<file path="src/dcfc_pkg.sv">
`default_nettype none
package dcfc_pkg;

  // Frame constants
  localparam logic [7:0] HOST_BYTE   = 8'h51;
  localparam logic [7:0] LEN_FLAG    = 8'h80;
  localparam logic [7:0] RX_SEED     = 8'h50;
  localparam logic [6:0] ADDR_RESET  = 7'h37;
  localparam int         MAX_PAYLOAD_DEF = 127;

  typedef enum logic [1:0] {
    KIND_TX_BYTE   = 2'd0,
    KIND_RX_DATA   = 2'd1,
    KIND_RX_STATUS = 2'd2
  } kind_t;

  typedef enum logic [2:0] {
    ST_OK        = 3'd0,
    ST_BAD_ADDR  = 3'd1,
    ST_BAD_LEN   = 3'd2,
    ST_BAD_SUM   = 3'd3,
    ST_TRUNCATED = 3'd4
  } status_t;

  typedef struct packed {
    kind_t       kind;
    logic [7:0]  out_byte;
    status_t     status;
    logic        end_of_run;
  } res_t;

endpackage
`default_nettype wire

</file>
<file path="src/dcfc_if.sv">
`default_nettype none
interface dcfc_in_if;
  logic       valid;
  logic       ready;
  logic       mode;
  logic [7:0] data_byte;
  logic [6:0] frame_length;
  logic       last_byte;

  modport source (output valid, mode, data_byte, frame_length, last_byte, input ready);
  modport sink   (input valid, mode, data_byte, frame_length, last_byte, output ready);
endinterface

interface dcfc_out_if;
  logic       valid;
  logic       ready;
  logic [1:0] kind;
  logic [7:0] out_byte;
  logic [2:0] status;
  logic       end_of_run;

  modport source (output valid, kind, out_byte, status, end_of_run, input ready);
  modport sink   (input valid, kind, out_byte, status, end_of_run, output ready);
endinterface
`default_nettype wire

</file>
<file path="src/ddc_ci_frame_codec_core.sv">
`default_nettype none
// The first result of an item is registered and valid in the cycle after the item's transfer.
// Throughput: 1 item per cycle while each item yields at most one result and the
//   output is ready; an item yielding 2 or 3 results holds the input off while the
//   three-entry result buffer drains one result per cycle while the output is ready.
// Reset (rst, synchronous): clears the tx/rx frame state and the result buffer,
//   and loads device_address with 0x37.
module ddc_ci_frame_codec_core #(
  parameter int MAX_PAYLOAD = dcfc_pkg::MAX_PAYLOAD_DEF
) (
  input  wire logic        clk,
  input  wire logic        rst,
  input  wire logic        cfg_we,
  input  wire logic [6:0]  cfg_wdata,
  dcfc_in_if.sink          in_ch,
  dcfc_out_if.source       out_ch
);

  typedef enum logic [2:0] {
    PH_ADDR   = 3'd0,
    PH_LEN    = 3'd1,
    PH_DATA   = 3'd2,
    PH_SUM    = 3'd3,
    PH_IGNORE = 3'd4
  } rx_phase_t;

  localparam logic [6:0] MAX_LEN = 7'(MAX_PAYLOAD);

  logic [6:0]      device_address;
  logic            tx_active, tx_active_next;
  logic [7:0]      tx_xor, tx_xor_next;
  logic [6:0]      tx_remaining, tx_remaining_next;
  rx_phase_t       rx_phase, rx_phase_next;
  logic [7:0]      rx_xor, rx_xor_next;
  logic [6:0]      rx_remaining, rx_remaining_next;
  logic [6:0]      rx_limit, rx_limit_next;

  dcfc_pkg::res_t  res [3];
  dcfc_pkg::res_t  res_next [3];
  logic [1:0]      cnt;
  logic [1:0]      cnt_next;

  logic            in_fire;
  logic            pop;

  assign pop         = out_ch.valid && out_ch.ready;
  assign in_ch.ready = (cnt == 2'd0) || (cnt == 2'd1 && out_ch.ready);
  assign in_fire     = in_ch.valid && in_ch.ready;

  assign out_ch.valid      = (cnt != 2'd0);
  assign out_ch.kind       = res[0].kind;
  assign out_ch.out_byte   = res[0].out_byte;
  assign out_ch.status     = res[0].status;
  assign out_ch.end_of_run = res[0].end_of_run;

  // Work out the results and the next frame state for the item at the input
  always_comb begin
    logic [6:0] len;
    logic [7:0] lb;
    logic [7:0] x;
    logic [6:0] rem;
    logic [7:0] b;
    rx_phase_t  ph;
    logic [1:0] idx;
    logic       done;

    tx_active_next    = tx_active;
    tx_xor_next       = tx_xor;
    tx_remaining_next = tx_remaining;
    rx_phase_next     = rx_phase;
    rx_xor_next       = rx_xor;
    rx_remaining_next = rx_remaining;
    rx_limit_next     = rx_limit;
    for (int i = 0; i < 3; i++) begin
      res_next[i] = '0;
    end
    idx  = 2'd0;
    done = 1'b0;
    b    = in_ch.data_byte;
    len  = '0;
    lb   = '0;
    x    = '0;
    rem  = '0;
    ph   = rx_phase;

    // Flush a checksum owed by a one-byte frame
    if (tx_active && tx_remaining == 7'd0) begin
      res_next[idx] = '{dcfc_pkg::KIND_TX_BYTE, tx_xor, dcfc_pkg::ST_OK, 1'b0};
      idx = idx + 2'd1;
      tx_active_next = 1'b0;
      if (!in_ch.mode) begin
        done = 1'b1;
      end
    end

    if (!done && !in_ch.mode) begin
      if (!tx_active) begin
        // Open a frame: host byte, length byte, first payload byte
        len = (in_ch.frame_length == 7'd0) ? 7'd1 : in_ch.frame_length;
        len = (len > MAX_LEN) ? MAX_LEN : len;
        lb  = dcfc_pkg::LEN_FLAG | {1'b0, len};
        res_next[0] = '{dcfc_pkg::KIND_TX_BYTE, dcfc_pkg::HOST_BYTE, dcfc_pkg::ST_OK, 1'b0};
        res_next[1] = '{dcfc_pkg::KIND_TX_BYTE, lb, dcfc_pkg::ST_OK, 1'b0};
        res_next[2] = '{dcfc_pkg::KIND_TX_BYTE, b, dcfc_pkg::ST_OK, 1'b0};
        idx = 2'd3;
        tx_xor_next       = {device_address, 1'b0} ^ dcfc_pkg::HOST_BYTE ^ lb ^ b;
        tx_active_next    = 1'b1;
        tx_remaining_next = in_ch.last_byte ? 7'd0 : len - 7'd1;
      end else begin
        // Pass the byte through and close the frame when counted out
        res_next[idx] = '{dcfc_pkg::KIND_TX_BYTE, b, dcfc_pkg::ST_OK, 1'b0};
        idx = idx + 2'd1;
        x   = tx_xor ^ b;
        rem = tx_remaining - 7'd1;
        tx_xor_next       = x;
        tx_remaining_next = rem;
        if (rem == 7'd0 || in_ch.last_byte) begin
          res_next[idx] = '{dcfc_pkg::KIND_TX_BYTE, x, dcfc_pkg::ST_OK, 1'b0};
          idx = idx + 2'd1;
          tx_active_next    = 1'b0;
          tx_remaining_next = 7'd0;
        end
      end
    end else if (!done) begin
      case (rx_phase)
        PH_ADDR: begin
          rx_limit_next = (in_ch.frame_length > MAX_LEN) ? MAX_LEN : in_ch.frame_length;
          if (b != {device_address, 1'b0}) begin
            res_next[idx] = '{dcfc_pkg::KIND_RX_STATUS, 8'd0, dcfc_pkg::ST_BAD_ADDR, 1'b0};
            idx = idx + 2'd1;
            ph  = PH_IGNORE;
          end else begin
            rx_xor_next = dcfc_pkg::RX_SEED ^ b;
            ph = PH_LEN;
          end
        end
        PH_LEN: begin
          len = b[6:0];
          if (len > rx_limit) begin
            res_next[idx] = '{dcfc_pkg::KIND_RX_STATUS, 8'd0, dcfc_pkg::ST_BAD_LEN, 1'b0};
            idx = idx + 2'd1;
            ph  = PH_IGNORE;
          end else begin
            rx_xor_next       = rx_xor ^ b;
            rx_remaining_next = len;
            ph = (len != 7'd0) ? PH_DATA : PH_SUM;
          end
        end
        PH_DATA: begin
          res_next[idx] = '{dcfc_pkg::KIND_RX_DATA, b, dcfc_pkg::ST_OK, 1'b0};
          idx = idx + 2'd1;
          rx_xor_next = rx_xor ^ b;
          rem = rx_remaining - 7'd1;
          rx_remaining_next = rem;
          if (rem == 7'd0) begin
            ph = PH_SUM;
          end
        end
        PH_SUM: begin
          x = rx_xor ^ b;
          rx_xor_next = x;
          res_next[idx] = '{dcfc_pkg::KIND_RX_STATUS, 8'd0,
                            (x == 8'd0) ? dcfc_pkg::ST_OK : dcfc_pkg::ST_BAD_SUM, 1'b0};
          idx = idx + 2'd1;
          ph  = PH_IGNORE;
        end
        default: begin
          ph = PH_IGNORE;
        end
      endcase
      // Flag an early end and rearm for the next address byte
      if (in_ch.last_byte) begin
        if (ph != PH_IGNORE) begin
          res_next[idx] = '{dcfc_pkg::KIND_RX_STATUS, 8'd0, dcfc_pkg::ST_TRUNCATED, 1'b0};
          idx = idx + 2'd1;
        end
        ph = PH_ADDR;
      end
      rx_phase_next = ph;
    end

    // Mark the final result of the item
    if (idx != 2'd0) begin
      res_next[idx - 2'd1].end_of_run = 1'b1;
    end
    cnt_next = idx;
  end

  // Hold frame state and the result buffer
  always_ff @(posedge clk) begin
    if (rst) begin
      device_address <= dcfc_pkg::ADDR_RESET;
      tx_active      <= 1'b0;
      tx_xor         <= '0;
      tx_remaining   <= '0;
      rx_phase       <= PH_ADDR;
      rx_xor         <= '0;
      rx_remaining   <= '0;
      rx_limit       <= '0;
      cnt            <= 2'd0;
    end else begin
      if (cfg_we) begin
        device_address <= cfg_wdata;
      end
      if (in_fire) begin
        tx_active    <= tx_active_next;
        tx_xor       <= tx_xor_next;
        tx_remaining <= tx_remaining_next;
        rx_phase     <= rx_phase_next;
        rx_xor       <= rx_xor_next;
        rx_remaining <= rx_remaining_next;
        rx_limit     <= rx_limit_next;
        cnt          <= cnt_next;
      end else if (pop) begin
        cnt <= cnt - 2'd1;
      end
    end
  end

  // Load new results, or advance the buffer on each output transfer
  always_ff @(posedge clk) begin
    if (in_fire) begin
      res[0] <= res_next[0];
      res[1] <= res_next[1];
      res[2] <= res_next[2];
    end else if (pop) begin
      res[0] <= res[1];
      res[1] <= res[2];
    end
  end

`ifndef SYNTHESIS
  // Opening a tx frame fills the whole buffer
  assert property (@(posedge clk) disable iff (rst)
    (in_fire && !in_ch.mode && !tx_active) |=> (cnt == 2'd3))
    else $error("tx frame open did not yield three results");

  // The last buffered result closes its item
  assert property (@(posedge clk) disable iff (rst)
    (cnt == 2'd1) |-> out_ch.end_of_run)
    else $error("last pending result lacks end_of_run");

  // Only status results carry a nonzero status
  assert property (@(posedge clk) disable iff (rst)
    (out_ch.valid && out_ch.kind != dcfc_pkg::KIND_RX_STATUS) |->
      (out_ch.status == dcfc_pkg::ST_OK))
    else $error("nonzero status on a byte result");

  // An item is taken only when the buffer is empty or empties this cycle
  assert property (@(posedge clk) disable iff (rst)
    in_fire |-> (cnt == 2'd0 || (cnt == 2'd1 && pop)))
    else $error("item taken over pending results");
`endif

endmodule
`default_nettype wire
</file>
<file path="src/flat_wrapper.sv">
// flat-port wrapper written by rule: the top's interface ports become plain ports
module ddc_ci_frame_codec_core_flat 
#(
  parameter int MAX_PAYLOAD = dcfc_pkg::MAX_PAYLOAD_DEF
)
  (clk, rst, cfg_we, cfg_wdata, in_ch_valid, in_ch_mode, in_ch_data_byte, in_ch_frame_length, in_ch_last_byte, in_ch_ready, out_ch_valid, out_ch_kind, out_ch_out_byte, out_ch_status, out_ch_end_of_run, out_ch_ready);
  dcfc_in_if in_ch_i ();
  dcfc_out_if out_ch_i ();
  input  wire logic clk;
  input  wire logic rst;
  input  wire logic cfg_we;
  input  wire logic [6:0] cfg_wdata;
  input wire logic [$bits(in_ch_i.valid)-1:0] in_ch_valid;
  input wire logic [$bits(in_ch_i.mode)-1:0] in_ch_mode;
  input wire logic [$bits(in_ch_i.data_byte)-1:0] in_ch_data_byte;
  input wire logic [$bits(in_ch_i.frame_length)-1:0] in_ch_frame_length;
  input wire logic [$bits(in_ch_i.last_byte)-1:0] in_ch_last_byte;
  output wire logic [$bits(in_ch_i.ready)-1:0] in_ch_ready;
  output wire logic [$bits(out_ch_i.valid)-1:0] out_ch_valid;
  output wire logic [$bits(out_ch_i.kind)-1:0] out_ch_kind;
  output wire logic [$bits(out_ch_i.out_byte)-1:0] out_ch_out_byte;
  output wire logic [$bits(out_ch_i.status)-1:0] out_ch_status;
  output wire logic [$bits(out_ch_i.end_of_run)-1:0] out_ch_end_of_run;
  input wire logic [$bits(out_ch_i.ready)-1:0] out_ch_ready;
  assign in_ch_i.valid = in_ch_valid;
  assign in_ch_i.mode = in_ch_mode;
  assign in_ch_i.data_byte = in_ch_data_byte;
  assign in_ch_i.frame_length = in_ch_frame_length;
  assign in_ch_i.last_byte = in_ch_last_byte;
  assign in_ch_ready = in_ch_i.ready;
  assign out_ch_valid = out_ch_i.valid;
  assign out_ch_kind = out_ch_i.kind;
  assign out_ch_out_byte = out_ch_i.out_byte;
  assign out_ch_status = out_ch_i.status;
  assign out_ch_end_of_run = out_ch_i.end_of_run;
  assign out_ch_i.ready = out_ch_ready;
  ddc_ci_frame_codec_core #(.MAX_PAYLOAD(MAX_PAYLOAD)) u_core (.clk(clk), .rst(rst), .cfg_we(cfg_we), .cfg_wdata(cfg_wdata), .in_ch(in_ch_i), .out_ch(out_ch_i));
endmodule
</file>
<file path="config.mk">
export PLATFORM = sky130hd
export DESIGN_NAME = ddc_ci_frame_codec_core_flat
export DESIGN_NICKNAME = d
export VERILOG_FILES = /design/src/dcfc_pkg.sv /design/src/dcfc_if.sv /design/src/ddc_ci_frame_codec_core.sv /design/src/flat_wrapper.sv
export SDC_FILE = /design/constraint.sdc
export NUM_CORES = 1
export LEC_CHECK = 0
export ABC_AREA = 1
export BUFFER_PORTS_ARGS = -buffer_cell sky130_fd_sc_hd__buf_2
export CORE_ASPECT_RATIO = 1.2
export CORE_UTILIZATION = 61
export DETAILED_ROUTE_END_ITERATION = 10
export PLACE_DENSITY_LB_ADDON = 0.12
export SYNTH_ARGS = -nofsm -noshare
export SYNTH_HDL_FRONTEND = slang
export SYNTH_SLANG_ARGS = --single-unit
</file>
<file path="constraint.sdc">
create_clock -name clk -period 4.1 [get_ports clk]
set_clock_uncertainty 0.2 [all_clocks]
set_input_delay 0.41 -clock clk [delete_from_list [all_inputs] [get_ports clk]]
set_output_delay 0.41 -clock clk [all_outputs]
set_load 0.005 [all_outputs]
</file>
==> impl_metrics.json <==
{
  "timing.final.setup_violations": 0,
  "result_of_the_run": "completed",
  "synth_seq_area_share_pct": 36.65,
  "ys_ff_latch": 88,
  "rsz0062_at_grt": "no",
  "numCtsBuffers": 9,
  "max-cap-violations": 0,
  "critical_path.max_fanout": 19,
  "worst_hold_path_stage_count": 3,
  "floorplan.rows": 38,
  "drtAntennaViolNets": 0,
  "number_of_antenna_violations_at_the_first_check_in_global_routing": 0,
  "cell_repeated_most_along_the_worst_path": "sky130_fd_sc_hd__ha_1",
  "avgRoutedWirePerCell_microns": 18.68,
  "drtIter0Drc": 480,
  "crit_path_start_kind": "flip-flop",
  "crit_chain": "inv_1 -> ha_1 -> nand3_2 -> nor2_4 -> inv_2 -> ha_1 -> o22ai_1 -> nor2_1 -> nand2_1 -> nand2_2 -> inv_2 -> ha_1 -> inv_1 -> nor2_4 -> nor2_1 -> nand2_1 -> a31oi_1",
  "netlist.top_cell.by_area": "sky130_fd_sc_hd__edfxtp_1",
  "setup_slack_after_layout_ns": 0.6259,
  "timing.final.crit_share_pct": 84.73,
  "final.min_clock_period_ns": 3.474,
  "clkLatencyLatePin_ns": 0.37,
  "cts_repair_resize_count": 0,
  "n_fill_cell": 810,
  "h-tree-depth": 3,
  "grt_first_pass_wirelength_microns": 26380,
  "worstSetupPathDepth": 17,
  "worstMarginPinSlew_ns": 1.055,
  "critical_path.max_stage_delay_ns": 0.37,
  "yosys_warn_count": 0,
  "ir_worst_vdd_mv": 0.2975,
  "timing_worst_setup_path_type": "reg -> reg",
  "critical_path_cell_with_the_highest_stage_delay": "sky130_fd_sc_hd__nor2_4",
  "final_common_cell": "sky130_fd_sc_hd__nand2_1",
  "cp.buffers_inverters": 4,
  "cell_total_after_placement": 875,
  "first_global_vias": 5239,
  "endpoint_kind": "flip-flop",
  "diode_count": 0,
  "nets": 817,
  "placement.io_buffers": 44,
  "final_cells": 891,
  "drive_above_1_share_pct": 17.90,
  "path_delay_family": "simple AND/OR/NAND/NOR gates",
  "synth_cell_types": 51,
  "die-width_microns": 91.36,
  "r2r_cells": 17,
  "hold_viol_final": 0,
  "synth_largest_type_area_fraction_pct": 19.52,
  "detailed_place_hpwl_microns": 12330,
  "static-leakage-power_nw": 2.684,
  "setup_tns_ns": 0,
  "totalWireLength_microns": 16640,
  "postCtsSetupRepairBufs": 0,
  "relative_slew_slack_pct": 29.57,
  "boundaryPins": 45,
  "synth.area.top_cells": "sky130_fd_sc_hd__edfxtp_1 (20%), sky130_fd_sc_hd__dfxtp_1 (17%), sky130_fd_sc_hd__nand2_1 (6.8%)",
  "cts_sinks": 88,
  "drt_pass1_iterations": 5,
  "route.detailed.vias_per_inst": 6.045,
  "num_vias": 5386,
  "netlist_area_sq_mm": 0.005844,
  "hold_buffers": 0,
  "mostFrequentLayoutCells": "sky130_fd_sc_hd__nand2_1 (106), sky130_fd_sc_hd__nor2_1 (96), sky130_fd_sc_hd__inv_1 (67)",
  "detail_route.drc_violations": 0,
  "synthesis.nets": 804,
  "hold-worst-slack_ns": 0.05177,
  "coreArea_sq_mm": 0.009176,
  "fmax_mhz": 287.8,
  "clk_pin_slew_ns": 0.08,
  "fp.dieArea_sq_mm": 0.009978,
  "p_per_area_mw_per_mm2": 498.7,
  "synth_cells": 753,
  "dieHeight_microns": 109.2,
  "syn2layout_area_growth_pct": 4.731,
  "final_max_slew_viol_count": 0,
  "hold_class": "in -> reg",
  "postSynthAreaPerCell_sq_um": 7.761,
  "tritoncts": "built",
  "gr-usage-all-layers_pct": 34.91,
  "critPathRequiredTime_ns": 4.11,
  "cts_root_buf": "sky130_fd_sc_hd__clkbuf_8",
  "place.gp.congestion": 0.9478,
  "initial_core_util_pct": 63.69,
  "total_congestion_overflow": 0,
  "pin_count_of_the_biggest_net_entering_global_routing": 30,
  "dp_worst_setup_slack_ns": 0.7144,
  "cp.arrival_ns": 3.49,
  "cts-root-to-sink-buffers": 2,
  "layout.core_utilization_pct": 66.70
}
Yosys cell counts (all sizes together):
cell    number
clkinv       3
nand2      131
nor4         5
edfxtp      38
a21oi       64
a22oi        1
nand4        7
a221oi      10
o22ai        1
xnor2        4
dfxtp       50
o41ai        1
nor3        10
nand3b       4
a21boi       1
o211ai       4
a41o         5
a31oi        9
nor2       107
a22o         1
clkbuf      14
buf         31
or2          3
nand3       41
ha          22
xor2        26
a21o         1
o31ai        1
o21ai       48
a211oi      20
inv         90
area by class of cell:
type                       count  area, sq um  area share [%]
sequential                    88         2142           35.00
timing repair buffer          47        242.7           3.966
multi-input combinational    527         3049           49.82
tap                          120        150.1           2.453
inverter                      93        365.4           5.969
clock buffer                  16        171.4           2.800
report_power, final:
part,total [mW],switching [mW],internal [mW]
sequential,1.31,0.0930,1.21
combinational,1.18,0.799,0.384
clock,0.561,0.303,0.258
total,3.05,1.20,1.86
worst min-delay path: cells and delay by family:
| kind | cells | cell delay (ns) |
|---|---|---|
| AO/OA/AOI/OAI | 2 | 0.11 |
| buffers and inverters | 1 | 0.07 |
stage by stage:
step                area, sq um  total power [mW]
finish                     6121             3.052
floorplan                  5844             2.222
global placement           5949             2.453
global route               6121             3.241
CTS                        6121             3.042
detailed placement         5949             2.492
worst paths after layout:
kind | start | end | slack, ns
min reg2reg | u_core.cnt[1] | u_core.cnt[1] | 0.28
max | u_core.tx_remaining[0] | u_core.res[0][21] | 0.63
min | cfg_wdata[2] | u_core.device_address[2] | 0.05
max reg2reg | u_core.tx_remaining[0] | u_core.res[0][21] | 0.63
layer usage:
layer | global-route usage (%) | up-vias | share of wire, %
met2 | 58.82 | 245 | 46
met1 | 42.07 | 2530 | 41
met5 | 0 | - | 0
met3 | 6.904 | 70 | 7.8
met4 | 19.50 | 0 | 5.4
li1 | - | 2541 | -
logic make-up after synthesis:
group	count (synthesis)	share of synthesized area, %
compound gates	167	17.62
xor+xnor	30	4.496
fa+ha+maj	22	4.710
buf+inv	138	11.18
flops	88	36.65
simple gates	308	25.35
state kept, by name, indices dropped and copies added (netlist names):
name,flops
u_core.tx_remaining,7
u_core.tx_active,1
u_core.rx_remaining,7
u_core.tx_xor,8
u_core.res,38
u_core.cnt,2
u_core.rx_limit,7
u_core.rx_phase,3
u_core.device_address,7
u_core.rx_xor,8
No activity file was read; power rests on OpenSTA's default activity.
